[src/rtl/cait_pkg.sv]
`default_nettype none
// ----------------------------------------------------------------------------
// cait_pkg: shared types, constants and functions of the injection timer
// Holds the field widths, register indexes, the reciprocal used for the
// period scaling and the controller to datapath command struct.
// ----------------------------------------------------------------------------
package cait_pkg;

	// Widths of the counters and the configuration registers.
	localparam int CAPTURE_W = 16;
	localparam int TIMER_W   = 16;
	localparam int TOOTH_W   = 6;
	localparam int ANGLE_W   = 9;
	localparam int INJ_W     = 16;
	localparam int TICK_W    = 10;
	localparam int CFG_DATA_W = 16;
	localparam int CFG_IDX_W  = 2;

	// Register indexes of the configuration port.
	localparam logic [CFG_IDX_W-1:0] CFG_ANGLE    = 2'd0;
	localparam logic [CFG_IDX_W-1:0] CFG_INJ_TIME = 2'd1;
	localparam logic [CFG_IDX_W-1:0] CFG_TICK_NS  = 2'd2;

	// Reset values of the configuration registers.
	localparam logic [ANGLE_W-1:0] ANGLE_RST    = 9'd53;
	localparam logic [INJ_W-1:0]   INJ_TIME_RST = 16'd3200;
	localparam logic [TICK_W-1:0]  TICK_NS_RST  = 10'd356;

	// Crank geometry.
	localparam logic [ANGLE_W-1:0] FULL_TURN = 9'd360;
	localparam logic [ANGLE_W-1:0] ANGLE_MAX = 9'd359;
	localparam logic [TOOTH_W-1:0] TOOTH_MAX = 6'd63;

	// Divide by ten of a value below 1024: (x * 205) >> 11 is exact there.
	localparam int DIV10_MUL_W = 8;
	localparam logic [DIV10_MUL_W-1:0] DIV10_MUL = 8'd205;
	localparam int DIV10_SH = 11;

	// Tooth period in ns and its exact divide by 10000 through a reciprocal.
	localparam int PERIOD_W  = CAPTURE_W + TICK_W;
	localparam int PERIOD_DIV = 10000;
	localparam int RECIP_SH  = PERIOD_W + 14;
	localparam int RECIP_W   = PERIOD_W + 1;
	localparam logic [RECIP_W-1:0] RECIP =
		RECIP_W'(((64'd1 << RECIP_SH) + 64'(PERIOD_DIV - 1)) / 64'(PERIOD_DIV));
	localparam int PROD_W    = PERIOD_W + RECIP_W;
	localparam int QUOT_W    = PROD_W - RECIP_SH;
	localparam int DIGIT_W   = 4;
	localparam int DELAY_W   = QUOT_W + DIGIT_W;

	localparam logic [63:0] TMR_MAX = (64'd1 << TIMER_W) - 64'd1;

	typedef logic [TIMER_W-1:0]   timer_t;
	typedef logic [CAPTURE_W-1:0] capture_t;
	typedef logic [TOOTH_W-1:0]   tooth_t;

	// Commands from the controller to the datapath.
	typedef struct packed {
		logic load;
		logic mul1;
		logic mul2;
		logic mul3;
		logic commit;
	} cmd_t;

	// Clamp a value to the largest timer count.
	function automatic timer_t sat_timer(input logic [31:0] v);
		if ({32'd0, v} > TMR_MAX) begin
			return {TIMER_W{1'b1}};
		end else begin
			return v[TIMER_W-1:0];
		end
	endfunction

endpackage
`default_nettype wire

[src/rtl/cait_if.sv]
`default_nettype none
// ----------------------------------------------------------------------------
// cait_if: request and result channels of the injection timer
// Valid/ready channels; a request moves at an edge where both are high.
// ----------------------------------------------------------------------------

// Input channel: one time step of crank and tick events.
interface cait_in_if;
	logic valid;
	logic ready;
	logic tooth_edge;
	logic tdc_edge;
	logic capture_tick;
	logic micro_tick;

	modport source (output valid, output tooth_edge, output tdc_edge,
		output capture_tick, output micro_tick, input ready);
	modport sink (input valid, input tooth_edge, input tdc_edge,
		input capture_tick, input micro_tick, output ready);
endinterface

// Output channel: injector state after one time step.
interface cait_out_if;
	logic       valid;
	logic       ready;
	logic       injector_on;
	logic [5:0] tooth_index;
	logic       timer_running;

	modport source (output valid, output injector_on, output tooth_index,
		output timer_running, input ready);
	modport sink (input valid, input injector_on, input tooth_index,
		input timer_running, output ready);
endinterface
`default_nettype wire

[src/rtl/crank_angle_injection_timer_core.sv]
`default_nettype none
// A request with a tooth edge passes the three multiply stages MUL1, MUL2 and
// MUL3 before the update state APPLY; any other request goes to APPLY directly.
// The result is registered on commit, which waits while an older result is untaken;
// a new request is only taken once the request before it has committed.
// Reset: arst_n clears all counters and the injector, and loads the default
// injection angle, injection time and capture tick length.
// ----------------------------------------------------------------------------
// crank_angle_injection_timer_core: crank angle fuel injection scheduler
// Counts crank teeth, measures the tooth period and times the injector delay
// and open time in microsecond ticks.
// ----------------------------------------------------------------------------
module crank_angle_injection_timer_core
	import cait_pkg::*;
(
	input  wire logic                  clk,
	input  wire logic                  arst_n,
	input  wire logic                  cfg_we,
	input  wire logic [CFG_IDX_W-1:0]  cfg_idx,
	input  wire logic [CFG_DATA_W-1:0] cfg_wdata,
	cait_in_if.sink                    in_ch,
	cait_out_if.source                 out_ch
);

	cmd_t cmd;

	// Request sequencer.
	cait_ctrl u_ctrl (
		.clk       (clk),
		.arst_n    (arst_n),
		.in_valid  (in_ch.valid),
		.in_tooth  (in_ch.tooth_edge),
		.out_ready (out_ch.ready),
		.in_ready  (in_ch.ready),
		.out_valid (out_ch.valid),
		.cmd       (cmd)
	);

	// Counters, timer and delay arithmetic.
	cait_dp u_dp (
		.clk           (clk),
		.arst_n        (arst_n),
		.cmd           (cmd),
		.tooth_edge    (in_ch.tooth_edge),
		.tdc_edge      (in_ch.tdc_edge),
		.capture_tick  (in_ch.capture_tick),
		.micro_tick    (in_ch.micro_tick),
		.cfg_we        (cfg_we),
		.cfg_idx       (cfg_idx),
		.cfg_wdata     (cfg_wdata),
		.injector_on   (out_ch.injector_on),
		.tooth_index   (out_ch.tooth_index),
		.timer_running (out_ch.timer_running)
	);

endmodule
`default_nettype wire

[src/rtl/cait_ctrl.sv]
`default_nettype none
// ----------------------------------------------------------------------------
// cait_ctrl: request sequencer of the injection timer
// Steps a request through the multiply chain when it carries a tooth edge
// and commits the state update once the result register is free.
// ----------------------------------------------------------------------------
module cait_ctrl
	import cait_pkg::*;
(
	input  wire  logic clk,
	input  wire  logic arst_n,
	input  wire  logic in_valid,
	input  wire  logic in_tooth,
	input  wire  logic out_ready,
	output logic       in_ready,
	output logic       out_valid,
	output cmd_t       cmd
);

	localparam logic [2:0] ST_IDLE  = 3'd0;
	localparam logic [2:0] ST_MUL1  = 3'd1;
	localparam logic [2:0] ST_MUL2  = 3'd2;
	localparam logic [2:0] ST_MUL3  = 3'd3;
	localparam logic [2:0] ST_APPLY = 3'd4;

	logic [2:0] state_q;
	logic [2:0] state_d;
	logic       out_valid_q;
	logic       apply_go;

	// The update may only land when the previous result has been taken.
	assign in_ready = (state_q == ST_IDLE);
	assign apply_go = (state_q == ST_APPLY) && !(out_valid_q && !out_ready);
	assign out_valid = out_valid_q;

	// Commands to the datapath.
	always_comb begin
		cmd.load   = in_valid && in_ready;
		cmd.mul1   = (state_q == ST_MUL1);
		cmd.mul2   = (state_q == ST_MUL2);
		cmd.mul3   = (state_q == ST_MUL3);
		cmd.commit = apply_go;
	end

	// Next state: tooth steps take the multiply chain, others go straight on.
	always_comb begin
		state_d = state_q;
		case (state_q)
			ST_IDLE: begin
				if (in_valid) begin
					state_d = in_tooth ? ST_MUL1 : ST_APPLY;
				end
			end
			ST_MUL1:  state_d = ST_MUL2;
			ST_MUL2:  state_d = ST_MUL3;
			ST_MUL3:  state_d = ST_APPLY;
			ST_APPLY: begin
				if (apply_go) begin
					state_d = ST_IDLE;
				end
			end
			default:  state_d = ST_IDLE;
		endcase
	end

	// State and result flag registers.
	always_ff @(posedge clk or negedge arst_n) begin
		if (!arst_n) begin
			state_q     <= ST_IDLE;
			out_valid_q <= 1'b0;
		end else begin
			state_q <= state_d;
			if (apply_go) begin
				out_valid_q <= 1'b1;
			end else if (out_ready) begin
				out_valid_q <= 1'b0;
			end
		end
	end

`ifndef ASSERT_OFF
	// A committed update is always offered as a result.
	a_commit_shows: assert property (@(posedge clk) disable iff (!arst_n)
		cmd.commit |=> out_valid_q)
		else $error("commit did not raise the result valid");

	// The last multiply stage always leads to the update.
	a_mul3_apply: assert property (@(posedge clk) disable iff (!arst_n)
		(state_q == ST_MUL3) |=> (state_q == ST_APPLY))
		else $error("multiply chain did not reach the update state");

	// A pending result is never overwritten.
	a_no_overrun: assert property (@(posedge clk) disable iff (!arst_n)
		cmd.commit |-> !(out_valid_q && !out_ready))
		else $error("update committed over an untaken result");
`endif

endmodule
`default_nettype wire

[src/rtl/cait_dp.sv]
`default_nettype none
// ----------------------------------------------------------------------------
// cait_dp: datapath of the injection timer
// Holds configuration and timer state, computes the injection delay from
// the tooth period over three multiply stages and applies one time step.
// ----------------------------------------------------------------------------
module cait_dp
	import cait_pkg::*;
(
	input  wire  logic                  clk,
	input  wire  logic                  arst_n,
	input  wire  cmd_t                  cmd,
	input  wire  logic                  tooth_edge,
	input  wire  logic                  tdc_edge,
	input  wire  logic                  capture_tick,
	input  wire  logic                  micro_tick,
	input  wire  logic                  cfg_we,
	input  wire  logic [CFG_IDX_W-1:0]  cfg_idx,
	input  wire  logic [CFG_DATA_W-1:0] cfg_wdata,
	output logic                        injector_on,
	output tooth_t                      tooth_index,
	output logic                        timer_running
);

	// Configuration registers.
	logic [ANGLE_W-1:0] angle_q;
	logic [INJ_W-1:0]   inj_time_q;
	logic [TICK_W-1:0]  tick_ns_q;

	// Timer state.
	capture_t capture_count_q;
	tooth_t   tooth_count_q;
	logic     injector_q;
	logic     timer_active_q;
	timer_t   timer_count_q;
	timer_t   timer_limit_q;

	// Latched request and multiply chain.
	logic                tooth_q;
	logic                tdc_q;
	logic                cap_q;
	logic                micro_q;
	logic [PERIOD_W-1:0] period_s1;
	logic [PROD_W-1:0]   prod_s2;
	timer_t              delay_s3;

	// Target tooth and leftover degrees.
	logic [ANGLE_W-1:0]             angle_clamped;
	logic [ANGLE_W-1:0]             rest;
	logic [ANGLE_W+DIV10_MUL_W-1:0] rest_scaled;
	tooth_t                         target;
	logic [DIGIT_W-1:0]             digit;
	logic [QUOT_W-1:0]              quot;
	logic [DELAY_W-1:0]             delay;

	// Next state.
	capture_t cc_d;
	tooth_t   tc_d;
	logic     inj_d;
	logic     ta_d;
	timer_t   tcnt_d;
	timer_t   tl_d;

	// Degrees left to top dead centre, split into whole teeth and a remainder.
	assign angle_clamped = (angle_q > ANGLE_MAX) ? ANGLE_MAX : angle_q;
	assign rest          = FULL_TURN - angle_clamped;
	assign rest_scaled   = (ANGLE_W+DIV10_MUL_W)'(rest) * (ANGLE_W+DIV10_MUL_W)'(DIV10_MUL);
	assign target        = rest_scaled[DIV10_SH +: TOOTH_W];
	assign digit         = DIGIT_W'(rest - ANGLE_W'(target) * ANGLE_W'(4'd10));

	// Period divided by 10000, then scaled by the leftover degrees.
	assign quot  = prod_s2[RECIP_SH +: QUOT_W];
	assign delay = DELAY_W'(digit) * DELAY_W'(quot);

	// Configuration writes.
	always_ff @(posedge clk or negedge arst_n) begin
		if (!arst_n) begin
			angle_q    <= ANGLE_RST;
			inj_time_q <= INJ_TIME_RST;
			tick_ns_q  <= TICK_NS_RST;
		end else if (cfg_we) begin
			case (cfg_idx)
				CFG_ANGLE:    angle_q    <= cfg_wdata[ANGLE_W-1:0];
				CFG_INJ_TIME: inj_time_q <= cfg_wdata[INJ_W-1:0];
				CFG_TICK_NS:  tick_ns_q  <= cfg_wdata[TICK_W-1:0];
				default:      ;
			endcase
		end
	end

	// Request latch and multiply chain.
	always_ff @(posedge clk) begin
		if (cmd.load) begin
			tooth_q <= tooth_edge;
			tdc_q   <= tdc_edge;
			cap_q   <= capture_tick;
			micro_q <= micro_tick;
		end
		if (cmd.mul1) begin
			period_s1 <= PERIOD_W'(capture_count_q) * PERIOD_W'(tick_ns_q);
		end
		if (cmd.mul2) begin
			prod_s2 <= PROD_W'(period_s1) * PROD_W'(RECIP);
		end
		if (cmd.mul3) begin
			delay_s3 <= sat_timer(32'(delay));
		end
	end

	// One time step: tooth edge, TDC edge, capture tick, microsecond tick.
	always_comb begin
		cc_d   = capture_count_q;
		tc_d   = tooth_count_q;
		inj_d  = injector_q;
		ta_d   = timer_active_q;
		tcnt_d = timer_count_q;
		tl_d   = timer_limit_q;
		if (tooth_q) begin
			if (tc_d != TOOTH_MAX) begin
				tc_d = tc_d + 6'd1;
			end
			cc_d = '0;
			if (tc_d == target) begin
				tl_d   = delay_s3;
				tcnt_d = '0;
				ta_d   = 1'b1;
			end
		end
		if (tdc_q) begin
			tc_d = '0;
		end
		if (cap_q) begin
			cc_d = cc_d + CAPTURE_W'(1);
		end
		if (micro_q && ta_d) begin
			if (tcnt_d >= tl_d) begin
				tcnt_d = '0;
				if (!inj_d) begin
					inj_d = 1'b1;
					tl_d  = sat_timer(32'(inj_time_q));
				end else begin
					inj_d = 1'b0;
					ta_d  = 1'b0;
				end
			end else begin
				tcnt_d = tcnt_d + TIMER_W'(1);
			end
		end
	end

	// State registers.
	always_ff @(posedge clk or negedge arst_n) begin
		if (!arst_n) begin
			capture_count_q <= '0;
			tooth_count_q   <= '0;
			injector_q      <= 1'b0;
			timer_active_q  <= 1'b0;
			timer_count_q   <= '0;
			timer_limit_q   <= '0;
		end else if (cmd.commit) begin
			capture_count_q <= cc_d;
			tooth_count_q   <= tc_d;
			injector_q      <= inj_d;
			timer_active_q  <= ta_d;
			timer_count_q   <= tcnt_d;
			timer_limit_q   <= tl_d;
		end
	end

	assign injector_on   = injector_q;
	assign tooth_index   = tooth_count_q;
	assign timer_running = timer_active_q;

`ifndef ASSERT_OFF
	// The injector is only open while its timer runs.
	a_inj_timer: assert property (@(posedge clk) disable iff (!arst_n)
		injector_q |-> timer_active_q)
		else $error("injector open with the timer stopped");

	// The timer count never passes its limit.
	a_count_limit: assert property (@(posedge clk) disable iff (!arst_n)
		timer_count_q <= timer_limit_q)
		else $error("timer count above its limit");

	// Visible state only moves on a commit.
	a_state_hold: assert property (@(posedge clk) disable iff (!arst_n)
		!cmd.commit |=> ($stable(tooth_count_q) && $stable(injector_q)))
		else $error("state changed without a commit");
`endif

endmodule
`default_nettype wire
[src/flat_wrapper.sv]
// flat-port wrapper written by rule: the top's interface ports become plain ports
module crank_angle_injection_timer_core_flat import cait_pkg::*;
  (clk, arst_n, cfg_we, cfg_idx, cfg_wdata, in_ch_valid, in_ch_tooth_edge, in_ch_tdc_edge, in_ch_capture_tick, in_ch_micro_tick, in_ch_ready, out_ch_valid, out_ch_injector_on, out_ch_tooth_index, out_ch_timer_running, out_ch_ready);
  cait_in_if in_ch_i ();
  cait_out_if out_ch_i ();
  input  wire logic clk;
  input  wire logic arst_n;
  input  wire logic cfg_we;
  input  wire logic [CFG_IDX_W-1:0] cfg_idx;
  input  wire logic [CFG_DATA_W-1:0] cfg_wdata;
  input wire logic [$bits(in_ch_i.valid)-1:0] in_ch_valid;
  input wire logic [$bits(in_ch_i.tooth_edge)-1:0] in_ch_tooth_edge;
  input wire logic [$bits(in_ch_i.tdc_edge)-1:0] in_ch_tdc_edge;
  input wire logic [$bits(in_ch_i.capture_tick)-1:0] in_ch_capture_tick;
  input wire logic [$bits(in_ch_i.micro_tick)-1:0] in_ch_micro_tick;
  output wire logic [$bits(in_ch_i.ready)-1:0] in_ch_ready;
  output wire logic [$bits(out_ch_i.valid)-1:0] out_ch_valid;
  output wire logic [$bits(out_ch_i.injector_on)-1:0] out_ch_injector_on;
  output wire logic [$bits(out_ch_i.tooth_index)-1:0] out_ch_tooth_index;
  output wire logic [$bits(out_ch_i.timer_running)-1:0] out_ch_timer_running;
  input wire logic [$bits(out_ch_i.ready)-1:0] out_ch_ready;
  assign in_ch_i.valid = in_ch_valid;
  assign in_ch_i.tooth_edge = in_ch_tooth_edge;
  assign in_ch_i.tdc_edge = in_ch_tdc_edge;
  assign in_ch_i.capture_tick = in_ch_capture_tick;
  assign in_ch_i.micro_tick = in_ch_micro_tick;
  assign in_ch_ready = in_ch_i.ready;
  assign out_ch_valid = out_ch_i.valid;
  assign out_ch_injector_on = out_ch_i.injector_on;
  assign out_ch_tooth_index = out_ch_i.tooth_index;
  assign out_ch_timer_running = out_ch_i.timer_running;
  assign out_ch_i.ready = out_ch_ready;
  crank_angle_injection_timer_core u_core (.clk(clk), .arst_n(arst_n), .cfg_we(cfg_we), .cfg_idx(cfg_idx), .cfg_wdata(cfg_wdata), .in_ch(in_ch_i), .out_ch(out_ch_i));
endmodule
[config.mk]
export PLATFORM = sky130hd
export DESIGN_NAME = crank_angle_injection_timer_core_flat
export DESIGN_NICKNAME = d
export VERILOG_FILES = /design/src/rtl/cait_pkg.sv /design/src/rtl/cait_if.sv /design/src/rtl/crank_angle_injection_timer_core.sv /design/src/rtl/cait_ctrl.sv /design/src/rtl/cait_dp.sv /design/src/flat_wrapper.sv
export SDC_FILE = /design/constraint.sdc
export NUM_CORES = 2
export LEC_CHECK = 0
export BUFFER_PORTS_ARGS = -buffer_cell sky130_fd_sc_hd__buf_4
export CAP_MARGIN = 20
export CELL_PAD_IN_SITES_DETAIL_PLACEMENT = 0
export CELL_PAD_IN_SITES_GLOBAL_PLACEMENT = 1
export CORE_UTILIZATION = 45
export DETAILED_ROUTE_END_ITERATION = 12
export PLACE_DENSITY = 0.81
export SLEW_MARGIN = 20
export SYNTH_ARGS = -nofsm -noshare
export SYNTH_HDL_FRONTEND = slang
export SYNTH_HIERARCHICAL = 1
export SYNTH_SLANG_ARGS = --single-unit
export TNS_END_PERCENT = 5
[constraint.sdc]
create_clock -name clk -period 23.1 [get_ports clk]
set_input_delay 2.31 -clock clk [delete_from_list [all_inputs] [get_ports clk]]
set_output_delay 2.31 -clock clk [all_outputs]
set_load 0.05 [all_outputs]
# Yosys cells after proc, flatten, opt, wreduce, memory -nomap -nowiden
# Cells that the tools add are included.
[totals]
register_bits = 194
inputBits = 27
out_inout_bits = 10
[classes]
n_mux = 28
reduce_logical = 16
order_cmp = 3
eq_ne = 10
mul = 5
add_sub_neg = 5
[op_table]
columns = ["operator", "count"]
rows = [
  ["16-bit two-way mux", 11],
  ["26-bit by 27-bit multiplier with 53-bit output, second input constant", 1],
  ["16-bit by 1-bit adder with 16-bit output, second input constant", 2],
  ["16-bit by 10-bit multiplier with 26-bit output", 1],
  ["6-bit two-way mux", 4],
  ["17-bit by 16-bit greater-than comparator with 1-bit output, second input constant", 1],
  ["4-bit by 13-bit multiplier with 17-bit output", 1],
  ["9-bit by 8-bit multiplier with 17-bit output, second input constant", 1],
  ["16-bit >= comparator", 1],
  ["3-bit case mux with 5 select lines", 1],
  ["2-bit AND reduction", 5],
  ["9-bit greater-than comparator, second input constant", 1],
  ["3-bit two-way mux", 3],
  ["9-bit two-way mux", 1],
  ["9-bit subtractor, first input constant", 1],
  ["1-bit two-way mux", 8],
  ["6-bit by 1-bit adder with 6-bit output, second input constant", 1],
  ["3-bit by 2-bit equality test with 1-bit output, second input constant", 2],
  ["6-bit equality test", 1],
  ["6-bit by 3-bit multiplier with 3-bit output, second input constant", 1],
  ["6-bit inequality test, second input constant", 1],
  ["1-bit logical AND", 4],
  ["2-bit inequality test, second input constant", 2],
  ["2-bit nonzero test", 2],
  ["9 further kinds", 10],
]

# Depth between registers and ports, before layout
[depth]
ltp_word = 10
ltp_mapped = 49

# By module
# The synthesis kept the hierarchy.
[by_module_without_submodules]
columns = ["mod", "seq_area_each_um2", "area_per_inst_um2", "instances", "cells_each"]
rows = [
  ["cait_dp", 4062.6, 27360.0, 1, 2741],
  ["cait_ctrl", 100.1, 240.2, 1, 25],
]

# Worst setup path before layout
# Ideal clock, no wire load.
[synth_timing]
path_kind = "reg-to-reg"
from = "register u_core.u_dp.angle_q[4]"
to = "register u_core.u_dp.delay_s3[15] (data pin)"
period_less_slack_ps = 10952
setup_slack_ps = 12148
n_path_buf = 2
stages_incl_launch_ff = 49
setup_ps = 272
arrival_ps = 10680
path_cell_list = "dfstp_2 > o211a_1 > o21a_1 > or2_0 > clkbuf_1 > inv_1 > ha_1 > inv_1 > o21ai_0 > a21boi_0 > and2_1 > nor2_1 > nor2_1 > ha_1 > inv_1 > fa_1 > inv_1 > fa_1 > [13 not listed] > xnor2_1 > xor2_1 > clkbuf_1 > nand2_1 > fa_1 > inv_1 > fa_1 > inv_1 > fa_1 > nor2b_1 > o21ai_0 > a21boi_0 > o21ai_0 > a211o_1 > a31oi_1 > mux2i_1 > nand2_1 > or4_1"
[synth_between]
elab_chain_len = 8
[synth_lines]
columns = ["item", "line", "source"]
rows = [
  ["start: declaration", "cait_dp.sv:26", "logic [ANGLE_W-1:0] angle_q;"],
  ["start signal: assignment", "cait_dp.sv:83", "CFG_ANGLE: angle_q <= cfg_wdata[ANGLE_W-1:0];"],
  ["9-bit greater-than comparator", "cait_dp.sv:65", "assign angle_clamped = (angle_q > ANGLE_MAX) ? ANGLE_MAX : angle_q;"],
  ["9-bit two-way mux *", "cait_dp.sv:65", ""],
  ["9-bit subtractor *", "cait_dp.sv:66", "assign rest = FULL_TURN - angle_clamped;"],
  ["9-bit by 8-bit multiplier with 17-bit output", "cait_dp.sv:67", "assign rest_scaled = (ANGLE_W+DIV10_MUL_W)'(rest) * (ANGLE_W+DIV10_MUL_W)'(DIV10_MUL);"],
  ["6-bit by 3-bit multiplier with 3-bit output", "cait_dp.sv:69", "assign digit = DIGIT_W'(rest - ANGLE_W'(target) * ANGLE_W'(4'd10));"],
  ["4-bit subtractor *", "cait_dp.sv:69", ""],
  ["4-bit by 13-bit multiplier with 17-bit output *", "cait_dp.sv:73", "assign delay = DELAY_W'(digit) * DELAY_W'(quot);"],
  ["17-bit by 16-bit greater-than comparator with 1-bit output", "cait_pkg.sv:68", "if ({32'd0, v} > TMR_MAX) begin"],
  ["end signal: assignment", "cait_dp.sv:106", "delay_s3 <= sat_timer(32'(delay));"],
  ["end: declaration", "cait_dp.sv:45", "timer_t delay_s3;"],
]
# Mark *: on every way between the ends. The rest lies on a longest branch, timed or not.
# A chain may end at the register's enable or synchronous reset.

# Worst setup path after layout
[layout_timing]
from = "register u_core.u_dp.angle_q[5]"
to = "register u_core.u_dp.delay_s3[15] (data pin)"
# Same word-level chain as after synthesis.

==> impl_summary.txt <==
----------------------------------------------------
[Timing]
  Shortest clock period the worst path allows after layout ... 13.50 ns
  Final setup skew ... 0.0185 ns
  Headroom to the max-slew limit ... 20.8%
  Peak Freq ... 0.0741 GHz
  Final number of max-transition violations ... 0
  Unrepaired setup endpoints after global routing ... no
  Setup TNS ... 0 ns
  Final setup violation count ... 0
  Final worst path period share ... 58.5%
  Worst slew pin tran ... 1.18 ns
  Final count of hold timing violations ... 0

[Layout]
  Total inserted antenna cells ... 0
  Number of fill cells in the layout ... 5500
  Final instance area ... 0.0292 mm^2
  P&R area growth vs syn ... 5.82%
  Net count of the finished layout ... 3641
  Fraction of final layout cells with drive strength greater than 1 ... 5.63%

[Drt]
  Remaining design rule violation count ... 0
  Pre-Repair DR Iteration Count ... 5
  Average detailed-routed wire length per instance ... 18.6 um
  Routed vias/inst ... 5.28
  Final antenna-violating net count ... 0
  Iteration-0 DRC count of the detailed router ... 1001
  Number of vias in the routed layout ... 18800
  Total Routed Length ... 65900 um

[Clock tree]
  Max H-tree Level ... 4
  Buffer levels on the longest clock path ... 2
  Clock root buffer ... sky130_fd_sc_hd__clkbuf_16
  TritonCTS Sinks ... 154
  Post-CTS setup repair buffer count ... 0
  Number of resized instances in the post-cts repair step ... 0
  Clock buffer count from CTS ... 17
  CTS Hold Bufs ... 0
  Clock-pin slew on the worst setup and hold paths ... 0.08 ns
  Worst skew pair latency ... 0.45 ns
  CTS tree ... yes

[Placement]
  Routability congestion estimate from global placement ... 0.960
  Number of buffers inserted by port buffering ... 36
  Placed cell areas ... 0.0286 mm^2
  Detailed placement HPWL ... 56700 um

[Flow run]
  Number of max-cap violations ... 0

[Floorplan]
  Core area ... 0.0605 mm^2
  Die extent in x ... 250 um
  Die outline area ... 0.0623 mm^2
  Number of top-level pins ... 37
  Number of rows in the core area ... 90
  Die Y ... 250 um
  Initial Utilization ... 45.6%

[Synth]
  Number of flip-flops and latches in the synthesized netlist ... 154
  Area contributors post-synth ... sky130_fd_sc_hd__fa_1, sky130_fd_sc_hd__ha_1, sky130_fd_sc_hd__inv_1, sky130_fd_sc_hd__dfrtp_1, sky130_fd_sc_hd__edfxtp_1
  Fraction of post-synthesis cell area in the top cell type by area ... 32.5%
  Post-synthesis instance total ... 2766
  Cell type contributing the most total cell area after synthesis ... sky130_fd_sc_hd__fa_1
  Async S/R FF share, synth ... 61.7%
  Sequential area share after synthesis ... 15.1%
  EDFF count, synth ... 59
  Count of cell types in the netlist ... 84
  Synth Cell Area ... 0.0276 mm^2
  Warning count from the yosys run ... 6
  Most instantiated flip-flop cell in the synthesis netlist ... sky130_fd_sc_hd__dfrtp_1
  Synthesized net count ... 3651
  Mean post-synth cell area ... 9.98 um^2

[Setup path]
  Start of the worst register-to-register path ... u_core/u_dp/angle_q[5]
  Cell type with the highest occurrence count on the critical path ... sky130_fd_sc_hd__inv_1
  Required time worst endpoint ... 23.29 ns
  Critical Path Source Type ... register
  Sort of element at the end of the critical path ... register
  Slowest CP cell ... sky130_fd_sc_hd__xor2_1
  Crit path kind ... reg -> reg
  Critical-path maximum fanout ... 16
  Start point of the critical path ... u_core/u_dp/angle_q[5]
  Worst stage delay on the critical path ... 0.84 ns
  Data arrival time of the critical path ... 13.69 ns

[Status]
  Status ... finished clean

[Global routing]
  Number of global-route vias before repair ... 20300
  Global-route wire length before repair ... 109000 um
  GRT overflow ... 0
  Tot GR Track Use ... 22.3%
  Antenna violations before repair ... 0
  Maximum number of pins on one net before global-route repair ... 87

[Min path]
  Startpoint of the most critical hold path ... u_core/u_dp/timer_limit_q[5]
  Path category of the worst min-delay check ... reg -> reg

----------------------------------------------------
==> layout make-up <==
class / instances / area [um^2] / area share, %
clock buffers: 17 / 425 / 1.46
inverters: 676 / 2540 / 8.69
clock inverters: 15 / 193 / 0.660
well taps: 782 / 978 / 3.35
multi-input cells: 1865 / 20600 / 70.5
repair buffers: 42 / 319 / 1.09
flip-flops and latches: 154 / 4160 / 14.3
==> per-layer routing <==
metal | track usage [%] | routed length (um)
met5 | 0 | 0
met1 | 30.9 | 30300
met3 | 3.26 | 2990
met4 | 5.56 | 1400
met2 | 36.6 | 31200
==> placed cells by master (no fill, tap or decap), types with 37 or more instances in the layout <==
| cell type | count |
|---|---|
| sky130_fd_sc_hd__nor2b_1 | 40 |
| sky130_fd_sc_hd__fa_1 | 448 |
| sky130_fd_sc_hd__a21oi_1 | 74 |
| sky130_fd_sc_hd__nor2_1 | 67 |
| sky130_fd_sc_hd__inv_1 | 675 |
| sky130_fd_sc_hd__a21o_1 | 42 |
| sky130_fd_sc_hd__buf_4 | 41 |
| sky130_fd_sc_hd__edfxtp_1 | 59 |
| sky130_fd_sc_hd__nand3_1 | 45 |
| sky130_fd_sc_hd__mux2_2 | 37 |
| sky130_fd_sc_hd__ha_1 | 410 |
| sky130_fd_sc_hd__dfrtp_1 | 84 |
| sky130_fd_sc_hd__and2_1 | 106 |
| sky130_fd_sc_hd__nand2_1 | 184 |
| sky130_fd_sc_hd__xnor2_1 | 48 |
==> cells by family (layout without fill, tap and decap cells) <==
logic type | count (synthesis) | after routing | synth area share (%)
AO/OA/AOI/OAI | 308 | 308 | 8.03
XOR/XNOR | 81 | 81 | 2.68
adder cells (fa/ha/maj) | 858 | 858 | 51.1
buffers and inverters | 747 | 750 | 10.4
flip-flops | 154 | 154 | 15.1
multiplexers | 57 | 57 | 2.23
AND/OR/NAND/NOR | 561 | 561 | 10.5
==> metrics by stage <==
step	utilization [%]	hold slack (ns)	setup slack [ns]	cells
after CTS	48.3	0.493	9.65	3551
after floorplan	-	0.455	12.15	2766
after global routing	48.3	0.520	8.34	3551
final	48.3	0.494	9.60	3551
after global placement	47.3	0.468	9.96	3519
after detailed placement	47.3	0.473	9.68	3519
==> worst paths after layout <==
| path | to | slack (ns) | cells past startpoint |
|---|---|---|---|
| setup / recovery | u_core/u_dp/delay_s3[15] | 9.60 | 46 |
| max in group asynchronous | u_core/u_dp/timer_count_q[7] | 20.40 | 2 |
| hold reg to reg | u_core/u_dp/timer_limit_q[5] | 0.49 | 2 |
| min in group asynchronous | u_core/u_dp/tooth_index[0] | 1.69 | 1 |
| setup reg to reg | u_core/u_dp/delay_s3[15] | 9.60 | 46 |
| hold / removal | u_core/u_dp/timer_limit_q[5] | 0.49 | 2 |
==> critical path, delay by kind of cell, from the launching register on <==
kind | cells | cell delay, ns
XOR/XNOR | 4 | 1.36
AND/OR/NAND/NOR | 10 | 2.92
AO/OA/AOI/OAI | 11 | 2.54
buffers and inverters | 9 | 0.60
multiplexers | 1 | 0.78
flip-flops | 1 | 0.57
adder cells (fa/ha/maj) | 11 | 4.45
==> flip-flops by register name, summed over array words and instances (netlist names), 3 cells and up <==
name / count
u_core/u_dp/period_s1: 26
u_core/u_dp/capture_count_q: 16
u_core/u_dp/delay_s3: 16
u_core/u_dp/inj_time_q: 16
u_core/u_dp/timer_count_q: 16
u_core/u_dp/timer_limit_q: 16
u_core/u_dp/prod_s2: 13
u_core/u_dp/tick_ns_q: 10
u_core/u_dp/angle_q: 9
u_core/u_dp/tooth_index: 6
u_core/u_ctrl/state_q: 3
==> cells in the mapped netlist, drive strengths merged, types with 18 or more instances <==
| master | n |
|---|---|
| inv | 676 |
| fa | 448 |
| ha | 410 |
| nand2 | 184 |
| and2 | 107 |
| dfrtp | 84 |
| a21oi | 74 |
| nor2 | 67 |
| edfxtp | 59 |
| clkbuf | 56 |
| xnor2 | 48 |
| nand3 | 45 |
| a21o | 42 |
| nor2b | 40 |
| o21ai | 40 |
| mux2 | 37 |
| xor2 | 31 |
| nor3 | 21 |
| a31oi | 20 |
| mux2i | 20 |
| and3 | 19 |
| o221ai | 18 |
Power is not shown: default switching activity piles up to over one toggle a cycle in this logic, so the estimate is an artifact.
